### config.mk
export PLATFORM = sky130hd
export DESIGN_NAME = byte_rle_decompressor
export DESIGN_NICKNAME = d
export VERILOG_FILES = /design/src/rtl/core/brle_pkg.sv /design/src/rtl/core/byte_rle_decompressor.sv /design/src/rtl/core/brle_ctrl.sv /design/src/rtl/core/brle_dpath.sv
export SDC_FILE = /design/constraint.sdc
export NUM_CORES = 1
export LEC_CHECK = 0
export BUFFER_PORTS_ARGS = -buffer_cell sky130_fd_sc_hd__buf_2
export CAP_MARGIN = 5
export CORE_UTILIZATION = 54
export CTS_CLUSTER_SIZE = 20
export DETAILED_ROUTE_END_ITERATION = 8
export MAX_ROUTING_LAYER = met4
export PLACE_DENSITY = 0.74
export SETUP_SLACK_MARGIN = 0.1
export SLEW_MARGIN = 20
export SYNTH_ARGS = -nofsm -noshare
export SYNTH_HDL_FRONTEND = slang
export SYNTH_SLANG_ARGS = --single-unit
export TNS_END_PERCENT = 5
### constraint.sdc
create_clock -name clk -period 4 [get_ports clk]
set_clock_uncertainty 0.2 [all_clocks]
set_input_delay 1.2 -clock clk [delete_from_list [all_inputs] [get_ports clk]]
set_output_delay 1.2 -clock clk [all_outputs]
set_load 0.02 [all_outputs]
### src/rtl/core/brle_pkg.sv
package brle_pkg;

    // Controller states, one-hot.
    typedef enum logic [4:0] {
        ST_HEAD   = 5'b00001,
        ST_BLOCK  = 5'b00010,
        ST_LIT    = 5'b00100,
        ST_RUNVAL = 5'b01000,
        ST_RUN    = 5'b10000
    } state_t;

    // Result status codes.
    localparam logic [1:0] STS_OK       = 2'd0;
    localparam logic [1:0] STS_TAG_BAD  = 2'd1;
    localparam logic [1:0] STS_ZERO_LEN = 2'd2;

    localparam logic [7:0] TAG_RESET = 8'd48;
    localparam int         RUN_FLAG_BIT = 7;
    localparam logic [7:0] RUN_BIAS = 8'd3;
    localparam logic [7:0] LIT_BIAS = 8'd1;
    localparam logic [1:0] HDR_LAST_IDX = 2'd3;

    // Commands from the controller to the datapath.
    typedef struct packed {
        logic hdr_step;
        logic blk_load;
        logic lit_push;
        logic run_load;
        logic run_step;
    } cmd_t;

    // Status from the datapath to the controller.
    typedef struct packed {
        logic hdr_final;
        logic hdr_err;
        logic blk_is_run;
        logic stream_end;
        logic blk_end;
        logic out_free;
    } sts_t;

endpackage

### src/rtl/core/byte_rle_decompressor.sv
// Channel   Direction  Payload
// s_axis    in         tdata[7:0] in_byte
// m_axis    out        tdata: out_data, byte_count, zero fill; tlast last_of_run;
//                      tuser: stream_done, status
// cfg       in         cfg_data[7:0] expected_tag
//
// Header, block and literal bytes are taken one at a time, while the result register is free.
// A run value byte is taken, then the input is held while the run writes its output
// words, each filled with as many run bytes as its free lanes allow; the single
// result register sets that pace, since a run word is built only when that register is free.
// Reset is asynchronous; expected_tag resets to 48 and the block waits for a header.
// A stall on m_axis holds the result register and, through it, the input side.
module byte_rle_decompressor #(
    parameter int LENGTH_BITS = 24,
    parameter int OUT_LANES   = 4,
    localparam int DW     = 8 * OUT_LANES,
    localparam int CW     = $clog2(OUT_LANES + 1),
    localparam int OTD_W  = ((DW + CW + 7) / 8) * 8
) (
    input  logic             clk,
    input  logic             rst_n,

    input  logic             s_axis_tvalid,
    output logic             s_axis_tready,
    input  logic [7:0]       s_axis_tdata,   // [7:0] in_byte

    output logic             m_axis_tvalid,
    input  logic             m_axis_tready,
    output logic [OTD_W-1:0] m_axis_tdata,   // out_data, then byte_count, then zero fill
    output logic             m_axis_tlast,
    output logic [2:0]       m_axis_tuser,   // [0] stream_done, [2:1] status

    input  logic             cfg_valid,
    output logic             cfg_ready,
    input  logic [7:0]       cfg_data        // [7:0] expected_tag
);

    brle_pkg::cmd_t cmd;
    brle_pkg::sts_t sts;
    logic [DW-1:0]  out_data;
    logic [CW-1:0]  byte_count;
    logic           stream_done;
    logic [1:0]     status;

    assign cfg_ready = 1'b1;

    brle_ctrl u_ctrl (
        .clk      (clk),
        .rst_n    (rst_n),
        .in_valid (s_axis_tvalid),
        .in_ready (s_axis_tready),
        .sts      (sts),
        .cmd      (cmd)
    );

    brle_dpath #(
        .LENGTH_BITS (LENGTH_BITS),
        .OUT_LANES   (OUT_LANES)
    ) u_dpath (
        .clk         (clk),
        .rst_n       (rst_n),
        .cfg_write   (cfg_valid && cfg_ready),
        .cfg_tag     (cfg_data),
        .in_byte     (s_axis_tdata),
        .cmd         (cmd),
        .sts         (sts),
        .out_ready   (m_axis_tready),
        .out_valid   (m_axis_tvalid),
        .out_data    (out_data),
        .byte_count  (byte_count),
        .last_of_run (m_axis_tlast),
        .stream_done (stream_done),
        .status      (status)
    );

    assign m_axis_tdata = {{(OTD_W - DW - CW){1'b0}}, byte_count, out_data};
    assign m_axis_tuser = {status, stream_done};

endmodule

### src/rtl/core/brle_ctrl.sv
module brle_ctrl (
    input  logic           clk,
    input  logic           rst_n,
    input  logic           in_valid,
    output logic           in_ready,
    input  brle_pkg::sts_t sts,
    output brle_pkg::cmd_t cmd
);

    brle_pkg::state_t state_reg;
    brle_pkg::state_t state_next;
    logic             fire;

    assign in_ready = sts.out_free && (state_reg != brle_pkg::ST_RUN);
    assign fire     = in_valid && in_ready;

    always_comb
    begin
        cmd          = '0;
        cmd.hdr_step = fire && (state_reg == brle_pkg::ST_HEAD);
        cmd.blk_load = fire && (state_reg == brle_pkg::ST_BLOCK);
        cmd.lit_push = fire && (state_reg == brle_pkg::ST_LIT);
        cmd.run_load = fire && (state_reg == brle_pkg::ST_RUNVAL);
        cmd.run_step = sts.out_free && (state_reg == brle_pkg::ST_RUN);
    end

    always_comb
    begin
        state_next = state_reg;
        case (state_reg)
            brle_pkg::ST_HEAD:
            begin
                if (fire && sts.hdr_final && !sts.hdr_err)
                begin
                    state_next = brle_pkg::ST_BLOCK;
                end
            end
            brle_pkg::ST_BLOCK:
            begin
                if (fire)
                begin
                    state_next = sts.blk_is_run ? brle_pkg::ST_RUNVAL : brle_pkg::ST_LIT;
                end
            end
            brle_pkg::ST_LIT:
            begin
                if (fire)
                begin
                    if (sts.stream_end)
                    begin
                        state_next = brle_pkg::ST_HEAD;
                    end
                    else if (sts.blk_end)
                    begin
                        state_next = brle_pkg::ST_BLOCK;
                    end
                end
            end
            brle_pkg::ST_RUNVAL:
            begin
                if (fire)
                begin
                    state_next = brle_pkg::ST_RUN;
                end
            end
            brle_pkg::ST_RUN:
            begin
                // The run leaves once its last bytes have gone into the word.
                if (sts.out_free && sts.blk_end)
                begin
                    state_next = sts.stream_end ? brle_pkg::ST_HEAD : brle_pkg::ST_BLOCK;
                end
            end
            default:
            begin
                state_next = brle_pkg::ST_HEAD;
            end
        endcase
    end

    always_ff @(posedge clk or negedge rst_n)
    begin
        if (!rst_n)
        begin
            state_reg <= brle_pkg::ST_HEAD;
        end
        else
        begin
            state_reg <= state_next;
        end
    end

endmodule

### src/rtl/core/brle_dpath.sv
module brle_dpath #(
    parameter int LENGTH_BITS = 24,
    parameter int OUT_LANES   = 4,
    localparam int DW = 8 * OUT_LANES,
    localparam int CW = $clog2(OUT_LANES + 1)
) (
    input  logic           clk,
    input  logic           rst_n,
    input  logic           cfg_write,
    input  logic [7:0]     cfg_tag,
    input  logic [7:0]     in_byte,
    input  brle_pkg::cmd_t cmd,
    output brle_pkg::sts_t sts,
    input  logic           out_ready,
    output logic           out_valid,
    output logic [DW-1:0]  out_data,
    output logic [CW-1:0]  byte_count,
    output logic           last_of_run,
    output logic           stream_done,
    output logic [1:0]     status
);

    localparam int LW = LENGTH_BITS;

    logic [7:0]    tag_reg;
    logic [1:0]    hdr_idx_reg;
    logic [7:0]    hdr_tag_reg;
    logic [15:0]   hdr_len_reg;
    logic [LW-1:0] bytes_rem_reg;
    logic [7:0]    blk_rem_reg;
    logic [7:0]    run_val_reg;
    logic [DW-1:0] pack_reg;
    logic [CW-1:0] fill_reg;

    logic          out_valid_reg;
    logic [DW-1:0] out_data_reg;
    logic [CW-1:0] out_count_reg;
    logic          out_last_reg;
    logic          out_done_reg;
    logic [1:0]    out_status_reg;

    logic [23:0]   hdr_full;
    logic [LW-1:0] hdr_len;
    logic          tag_bad;
    logic          len_zero;
    logic [7:0]    blk_raw;
    logic [7:0]    blk_clip;
    logic [CW-1:0] space;
    logic [CW-1:0] run_n;
    logic [CW-1:0] push_n;
    logic [7:0]    push_val;
    logic          push;
    logic [CW-1:0] new_fill;
    logic          word_full;
    logic          stream_end;
    logic          blk_end;
    logic [7:0]    blk_left;
    logic          run_last;
    logic          emit_word;
    logic          emit_err;
    logic          out_free;
    logic [DW-1:0] word_cmb;

    assign out_free = !out_valid_reg || out_ready;

    // Header decode.
    assign hdr_full = {in_byte, hdr_len_reg};
    assign hdr_len  = hdr_full[LW-1:0];
    assign tag_bad  = hdr_tag_reg != tag_reg;
    assign len_zero = hdr_len == '0;
    assign emit_err = cmd.hdr_step && (hdr_idx_reg == brle_pkg::HDR_LAST_IDX)
                      && (tag_bad || len_zero);

    // Block length, clipped to the bytes still owed.
    assign blk_raw  = in_byte[brle_pkg::RUN_FLAG_BIT]
                      ? ({1'b0, in_byte[6:0]} + brle_pkg::RUN_BIAS)
                      : (in_byte + brle_pkg::LIT_BIAS);
    assign blk_clip = (bytes_rem_reg < LW'(blk_raw)) ? bytes_rem_reg[7:0] : blk_raw;

    // A run fills as many free lanes of the current word as it can per cycle while the result register is free.
    assign space    = CW'(OUT_LANES) - fill_reg;
    assign run_n    = (blk_rem_reg < 8'(space)) ? blk_rem_reg[CW-1:0] : space;
    assign push     = cmd.lit_push || cmd.run_step;
    assign push_n   = cmd.lit_push ? CW'(1) : run_n;
    assign push_val = cmd.lit_push ? in_byte : run_val_reg;

    assign new_fill   = fill_reg + push_n;
    assign word_full  = new_fill == CW'(OUT_LANES);
    assign stream_end = bytes_rem_reg == LW'(push_n);
    assign blk_end    = blk_rem_reg == 8'(push_n);
    assign blk_left   = blk_rem_reg - 8'(push_n);
    assign emit_word  = push && (word_full || stream_end);

    // A run word is the last result of the run when nothing follows it: the
    // block ends here, or what is left cannot fill a word and does not end the
    // stream.
    assign run_last = blk_end || ((blk_left < 8'(OUT_LANES))
                      && (LW'(blk_rem_reg) != bytes_rem_reg));

    always_comb
    begin
        word_cmb = pack_reg;
        for (int i = 0; i < OUT_LANES; i++)
        begin
            if (push && ((CW+1)'(i) >= {1'b0, fill_reg})
                && ((CW+1)'(i) < ({1'b0, fill_reg} + {1'b0, push_n})))
            begin
                word_cmb[8*i +: 8] = push_val;
            end
        end
    end

    always_comb
    begin
        sts            = '0;
        sts.hdr_final  = hdr_idx_reg == brle_pkg::HDR_LAST_IDX;
        sts.hdr_err    = tag_bad || len_zero;
        sts.blk_is_run = in_byte[brle_pkg::RUN_FLAG_BIT];
        sts.stream_end = stream_end;
        sts.blk_end    = blk_end;
        sts.out_free   = out_free;
    end

    always_ff @(posedge clk or negedge rst_n)
    begin
        if (!rst_n)
        begin
            tag_reg       <= brle_pkg::TAG_RESET;
            hdr_idx_reg   <= '0;
            hdr_tag_reg   <= '0;
            hdr_len_reg   <= '0;
            bytes_rem_reg <= '0;
            blk_rem_reg   <= '0;
            run_val_reg   <= '0;
            pack_reg      <= '0;
            fill_reg      <= '0;
            out_valid_reg <= 1'b0;
        end
        else
        begin
            if (cfg_write)
            begin
                tag_reg <= cfg_tag;
            end

            if (cmd.hdr_step)
            begin
                hdr_idx_reg <= hdr_idx_reg + 2'd1;
                case (hdr_idx_reg)
                    2'd0:
                    begin
                        hdr_tag_reg <= in_byte;
                    end
                    2'd1:
                    begin
                        hdr_len_reg[7:0] <= in_byte;
                    end
                    2'd2:
                    begin
                        hdr_len_reg[15:8] <= in_byte;
                    end
                    default:
                    begin
                        bytes_rem_reg <= hdr_len;
                        blk_rem_reg   <= '0;
                        pack_reg      <= '0;
                        fill_reg      <= '0;
                    end
                endcase
            end

            if (cmd.blk_load)
            begin
                blk_rem_reg <= blk_clip;
            end

            if (cmd.run_load)
            begin
                run_val_reg <= in_byte;
            end

            if (push)
            begin
                bytes_rem_reg <= bytes_rem_reg - LW'(push_n);
                blk_rem_reg   <= blk_left;
                if (emit_word)
                begin
                    pack_reg <= '0;
                    fill_reg <= '0;
                end
                else
                begin
                    pack_reg <= word_cmb;
                    fill_reg <= new_fill;
                end
            end

            if (emit_word || emit_err)
            begin
                out_valid_reg <= 1'b1;
            end
            else if (out_ready)
            begin
                out_valid_reg <= 1'b0;
            end
        end
    end

    always_ff @(posedge clk)
    begin
        if (emit_err)
        begin
            out_data_reg   <= '0;
            out_count_reg  <= '0;
            out_last_reg   <= 1'b1;
            out_done_reg   <= 1'b0;
            out_status_reg <= tag_bad ? brle_pkg::STS_TAG_BAD : brle_pkg::STS_ZERO_LEN;
        end
        else if (emit_word)
        begin
            out_data_reg   <= word_cmb;
            out_count_reg  <= new_fill;
            out_last_reg   <= cmd.lit_push || run_last;
            out_done_reg   <= stream_end;
            out_status_reg <= brle_pkg::STS_OK;
        end
    end

    assign out_valid   = out_valid_reg;
    assign out_data    = out_data_reg;
    assign byte_count  = out_count_reg;
    assign last_of_run = out_last_reg;
    assign stream_done = out_done_reg;
    assign status      = out_status_reg;

endmodule

After elaboration in Yosys (flattened, before gate mapping):

Cells that the tools add are included.

* bits in registers: 154
* input bits: 21
* output and inout bits: 47
* logic and storage cells: 141

* $add $sub $neg: 8
* $lt $le $gt $ge: 11
* eq/ne operators: 22
* muxes and demuxes: 39
* reduce and logical (&&, ||, !) cells: 44

Operators by type and width (number)
* two-way mux 32 bit: 4
* two-way mux 8 bit: 11
* two-way mux 24 bit: 3
* two-way mux 5 bit: 7
* case mux 5 bit (5 select lines): 1
* == test 24 x 3 -> 1 bit: 1
* zero test 24 bit: 1
* < comparator 24 x 8 -> 1 bit: 1
* != test 8 x 24 -> 1 bit: 1
* subtractor 24 x 3 -> 24 bit: 1
* logical AND 1 bit: 22
* two-way mux 3 bit: 6
* AND reduction 2 bit: 5
* adder 7 x 2 -> 8 bit, second input constant: 1
* adder 8 x 1 -> 8 bit, second input constant: 1
* == test 8 x 3 -> 1 bit: 1
* < comparator 1 x 4 -> 1 bit, first input constant: 2
* < comparator 2 x 4 -> 1 bit, first input constant: 2
* < comparator 8 x 3 -> 1 bit: 1
* < comparator 8 x 3 -> 1 bit, second input constant: 1
* two-way mux 2 bit: 4
* != test 2 x 1 -> 1 bit, second input constant: 4
* != test 8 bit: 1
* subtractor 8 x 3 -> 8 bit: 1
* 26 further kinds: 41

Logic depth before layout (Yosys ltp):

* depth in word-level cells: 12
* gate-level depth with buffers: 20
* mapped depth without buffers: 18

Hierarchy:

Synthesis repeated with hierarchy kept, for this count alone.

* cell total of the unflattened synthesis: 786
* area total of the unflattened synthesis: 8346.8 um^2

By module, submodules not included
* brle_dpath: times used 1, cells an instance 720, area each 7793.7 um^2, sequential area each 3555.9 um^2
* brle_ctrl: times used 1, cells an instance 57, area each 493.0 um^2, sequential area each 126.4 um^2
* byte_rle_decompressor: times used 1, cells an instance 9, area each 60.1 um^2, sequential area each 0.0 um^2

Least setup slack after synthesis:

No wires, ideal clock.

* path type: input -> register
* start: input port m_axis_tready
* end: register u_dpath.out_status_reg[0] (netlist: u_dpath.status[0]) (enable)
* setup time: 247 ps
* arrival time: 4044 ps
* data required time: 3553 ps
* slack: -491 ps
* stages on the path: 14
* buffers on the path: 4
* path through: nand2b_1 -> and3_1 -> clkbuf_1 -> buf_2 -> or2_2 -> fa_1 -> nor2b_1 -> nand2_1 -> inv_1 -> o21ai_1 -> and2_1 -> buf_2 -> buf_2 -> inv_1

* cells in the longest elaborated chain, start to end: 10
* elaborated cells between the ends (all ways): 16
* classes of those cells: add/sub: 1; eq/ne: 2; mux: 1; reduce/logical: 12

Ends and longest elaborated chain
* from (decl): line byte_rle_decompressor.sv:28 `input logic m_axis_tready,`
* logical OR 1 bit *: line brle_dpath.sv:64 `assign out_free = !out_valid_reg || out_ready;`
* logical AND 1 bit: line brle_ctrl.sv:14 `assign in_ready = sts.out_free && (state_reg != brle_pkg::ST_RUN);`
* logical AND 1 bit: line brle_ctrl.sv:15 `assign fire = in_valid && in_ready;`
* logical AND 1 bit: line brle_ctrl.sv:22 `cmd.lit_push = fire && (state_reg == brle_pkg::ST_LIT);`
* two-way mux 3 bit: line brle_dpath.sv:84 `assign push_n = cmd.lit_push ? CW'(1) : run_n;`
* adder 3 bit: line brle_dpath.sv:87 `assign new_fill = fill_reg + push_n;`
* == test 3 bit: line brle_dpath.sv:88 `assign word_full = new_fill == CW'(OUT_LANES);`
* logical OR 1 bit: line brle_dpath.sv:92 `assign emit_word = push && (word_full || stream_end);`
* logical AND 1 bit: line brle_dpath.sv:92
* nonzero test 2 bit (no line) *
* to (signal assigned): line brle_dpath.sv:217 `out_status_reg <= tag_bad ? brle_pkg::STS_TAG_BAD : brle_pkg::STS_ZERO_LEN;`
* to (signal assigned): line brle_dpath.sv:225 `out_status_reg <= brle_pkg::STS_OK;`
* to (decl): line brle_dpath.sv:40 `logic [1:0] out_status_reg;`

Mark *: on every way between the ends. The rest lies on a longest branch, timed or not.
A chain may end at the register's enable or synchronous reset.

Worst setup path in the final report:

* start: register u_dpath.fill_reg[1]
* end: register u_dpath.out_data_reg[21] (netlist: u_dpath.out_data[21])

* cells in the longest elaborated chain, start to end: 8
* elaborated cells between the ends (all ways): 15
* classes of those cells: add/sub: 3; order compare: 3; eq/ne: 2; mux: 3; reduce/logical: 4

Ends and longest elaborated chain
* from (decl): line brle_dpath.sv:33 `logic [CW-1:0] fill_reg;`
* from (signal assigned): line brle_dpath.sv:194 `fill_reg <= new_fill;`
* subtractor 3 bit: line brle_dpath.sv:81 `assign space = CW'(OUT_LANES) - fill_reg;`
* < comparator 8 x 3 -> 1 bit: line brle_dpath.sv:82 `assign run_n = (blk_rem_reg < 8'(space)) ? blk_rem_reg[CW-1:0] : space;`
* two-way mux 3 bit: line brle_dpath.sv:82
* two-way mux 3 bit: line brle_dpath.sv:84
* adder 3 x 3 -> 4 bit or adder 3 bit (tied branches): line brle_dpath.sv:106, brle_dpath.sv:87
* < comparator 2 x 4 -> 1 bit or == test 3 bit (tied branches): line brle_dpath.sv:106, brle_dpath.sv:88
* logical AND 1 bit or logical OR 1 bit (tied branches): line brle_dpath.sv:106, brle_dpath.sv:92
* two-way mux 8 bit or logical AND 1 bit (tied branches): line brle_dpath.sv:105, brle_dpath.sv:92
* to (signal assigned): line brle_dpath.sv:221 `out_data_reg <= word_cmb;`
* to (decl): line brle_dpath.sv:36 `logic [DW-1:0] out_data_reg;`

Several ways; a longest one is shown, not always the timed one.

==> out/results.tsv <==
stage	metric	value	unit
power	irDropWorstVdd	0.4229	mV
route	drtIter0Drc	585	
clocking	cts_root_buf	clkbuf_16	
route	vias_per_cell	6.280	
floorplanning	die_x	125.4	um
grt	top_usage_layer	met2	
clocking	cts_tree	done	
critical_path	cp-start-kind	flop	
power	intPower	0.004131	W
clocking	cts.sinks	154	
power	clock_power_share	0.225	
status	violations	DRC	
place	dp_hpwl	16870	um
logic_synthesis	synth_area	8218	um2
grt	antenna_found_initial	0	
critical_path	crit_type	flop to flop	
critical_path	critPathArrivalTime	3.96	ns
floorplanning	rows	44	
place	placed_area	9339	um2
power	combPwrFrac	0.443	
clocking	clk_pin_slew	0.07	ns
clocking	h-tree-depth	4	
route	firstDrtPassIters	7	
clocking	numCtsBuffers	17	
grt	grt_usage	0.3290	
layout	syn_to_final_growth	23.08	%
timing	setup_viol	0	
clocking	cts_buffer_depth	2	
grt	grt_start_max_net_pins	52	
power	switching_power	0.002833	W
status	status	finished, violations left	
power	p_sw_frac	0.4068	
timing	slew_violations	0	
timing	hold_viol_final	0	
logic_synthesis	yosys_warnings	0	
logic_synthesis	ys_seq_area_frac	0.4481	
place	port_buffers	61	
clocking	clkLatencyLatePin	0.43	ns
hold_path	hold_class	flop to flop	
logic_synthesis	yosysTopAreaCell	dfrtp_1	
floorplanning	ioPinCount	68	
layout	nets	965	
timing	finalCritPeriodShare	0.9631	
place	globalplace.congestion	0.9580	
critical_path	crit_fanout	5	
critical_path	critPathCaptureType	flop	
logic_synthesis	syn_area_per_cell	10.52	um2
floorplanning	start_util	0.5591	
logic_synthesis	synth_edf_count	2	
logic_synthesis	yosys-top-cells-area	dfrtp_1, dfxtp_1, o2bb2ai_1, mux2_2, mux2i_1	
timing	maxSlewHeadroom	0.5093	
grt	grt_util_met2	0.5130	
floorplanning	die_y	125.4	um
place	dp_slack	-0.1879	ns
timing	holdWs	0.2491	ns
grt	grt_use_met1	0.4126	
route	wl_per_cell	21.46	um
logic_synthesis	synthArstFlopShare	0.7468	
route	num_vias	6965	
timing	tightest_slew	0.7361	ns
floorplanning	die_area	15720	um2
timing	fmax	259.6	MHz
clocking	holdBufCountCts	0	
route	wl	23800	um
logic_synthesis	synth.distinct_cells	83	
logic_synthesis	ys.flop_type	dfrtp_1	
grt	grt_pass1_wl	38560	um
logic_synthesis	netlist.area_leader.share	0.3410	
critical_path	cp.required	4.11	ns
layout	n_antenna_cell	0	
logic_synthesis	ys_ff_latch	154	
floorplanning	core	14700	um2
power	power_frac_seq	0.331	
grt	overflow	0	
timing	period_minus_slack	3.852	ns
grt	grt_pass1_vias	7267	
route	drc	5	
power	leakage	4.384	nW
layout	drive_gt1_frac	0.3135	
route	ant_nets	0	
timing	rsz0062_at_grt	true	
logic_synthesis	syn_inst	781	
power	powerDensity	688.5	nW/um2
layout	post-route-cell-area	10110	um2
run	maxCapViolations	0	
grt	grt_use_met3	0.06247	
timing	setup_ws	0.1477	ns
logic make-up after synthesis:
group                      count (synthesis)  synth area share
xor gates and xnor gates                  31           0.03304
muxes                                     83            0.1076
adders and majority gates                 32           0.05146
and+or+nand+nor                          199            0.1293
DFF                                      154            0.4481
other                                      2         0.0009139
buffers and inverters                     79           0.04172
AOI/OAI and AO/OA                        201            0.1879
per-layer routing:
layer | vias to the layer above | wire length (um)
li1 | 3162 | -
met1 | 3448 | 10280
met2 | 269 | 11210
met3 | 86 | 1229
met4 | 0 | 1071
met5 | - | 0
power groups by stage:
stage / registers, W / logic (W) / clock network (W)
4_1_cts: 0.00229 / 0.00296 / 0.00158
3_3_place_gp: 0.00230 / 0.00277 / 0
6_report: 0.00231 / 0.00309 / 0.00157
5_1_grt: 0.00236 / 0.00337 / 0.00166
2_1_floorplan: 0.00222 / 0.00190 / 0
3_5_place_dp: 0.00232 / 0.00286 / 0
cells in the final DEF (no fill, tap or decap), drive strengths merged, types with 5 or more instances in the layout:
cell	n
dfxtp	37
nor2b	5
mux2i	40
nor4	14
clkbuf	19
inv	34
xnor2	9
mux2	43
buf	160
xor2	22
o22ai	6
ha	29
or4	6
or2	6
nor3	17
o21a	5
clkinv	5
a21oi	24
or3	9
nand2	56
nand4	6
conb	6
nand2b	6
o211ai	8
a21o	6
nand3	16
o21ai	36
and3	7
o2bb2ai	66
nor2	33
dfrtp	112
cells in the mapped netlist (9+ instances only):
cell type	number
o21ai_0	29
nor2_1	33
nand3_1	16
inv_1	27
xnor2_1	9
nor3_1	15
nor4_1	12
ha_1	29
dfrtp_1	112
buf_2	10
o2bb2ai_1	66
clkbuf_1	34
mux2i_1	40
or3_1	9
mux2_2	41
dfxtp_1	37
nand2_1	55
xor2_1	22
a21oi_1	23
area by class of cell:
cell class | count | area [um2]
well taps | 184 | 230.2
flip-flops and latches | 154 | 3682
multi-input cells | 552 | 4409
clock buffers | 19 | 442.9
inverters | 27 | 101.3
clock inverters | 13 | 127.6
fillers | 1065 | 4584
repair buffers | 160 | 1121
path summary, 6_finish.rpt:
kind	start	endpoint	slack (ns)	cells past startpoint
setup reg to reg	u_dpath.fill_reg[1]$_DFFE_PN0P_	u_dpath.out_data[21]$_SDFFE_PP0P_	0.15	16
setup / recovery	u_dpath.fill_reg[1]$_DFFE_PN0P_	u_dpath.out_data[21]$_SDFFE_PP0P_	0.15	16
hold reg to reg	u_dpath.last_of_run$_SDFFE_PP1P_	u_dpath.last_of_run$_SDFFE_PP1P_	0.25	2
max in group asynchronous	rst_n	u_dpath.tag_reg[4]$_DFFE_PN1P_	2.24	2
hold / removal	u_dpath.last_of_run$_SDFFE_PP1P_	u_dpath.last_of_run$_SDFFE_PP1P_	0.25	2
min in group asynchronous	rst_n	u_ctrl.state_reg[1]$_DFFE_PN0P_	0.63	1
critical path: stages (launching register included):
cell       delay, ns
dfrtp_1         0.39
inv_2           0.08
ha_4            0.21
inv_2           0.07
ha_4            0.19
a21boi_2        0.15
o21ai_1         0.15
nand2_2         0.11
o211ai_1        0.23
ha_2            0.24
inv_2           0.04
fa_2            0.46
nand2b_1        0.20
a2111oi_4       0.42
buf_4           0.24
mux2i_1         0.25
o2bb2ai_1       0.11
stage by stage:
| stage | power (W) | TNS (ns) | util | instances |
|---|---|---|---|---|
| 2_1_floorplan | 0.004113 | 0 | - | 785 |
| 3_3_place_gp | 0.005060 | -0.3648 | 0.6353 | 1070 |
| 3_5_place_dp | 0.005182 | -2.895 | 0.6353 | 1070 |
| 4_1_cts | 0.006838 | 0 | 0.6803 | 1105 |
| 5_1_grt | 0.007388 | -0.01249 | 0.6881 | 1109 |
| 6_report | 0.006964 | 0 | 0.6881 | 1109 |
what timing repair did:
item,in CTS,in global routing
endpoints found under the setup margin,73,94
pin swaps,6,13
resized for setup,16,23
setup buffers,1,4
cloned,2,0
No activity file was read; power rests on OpenSTA's default activity.
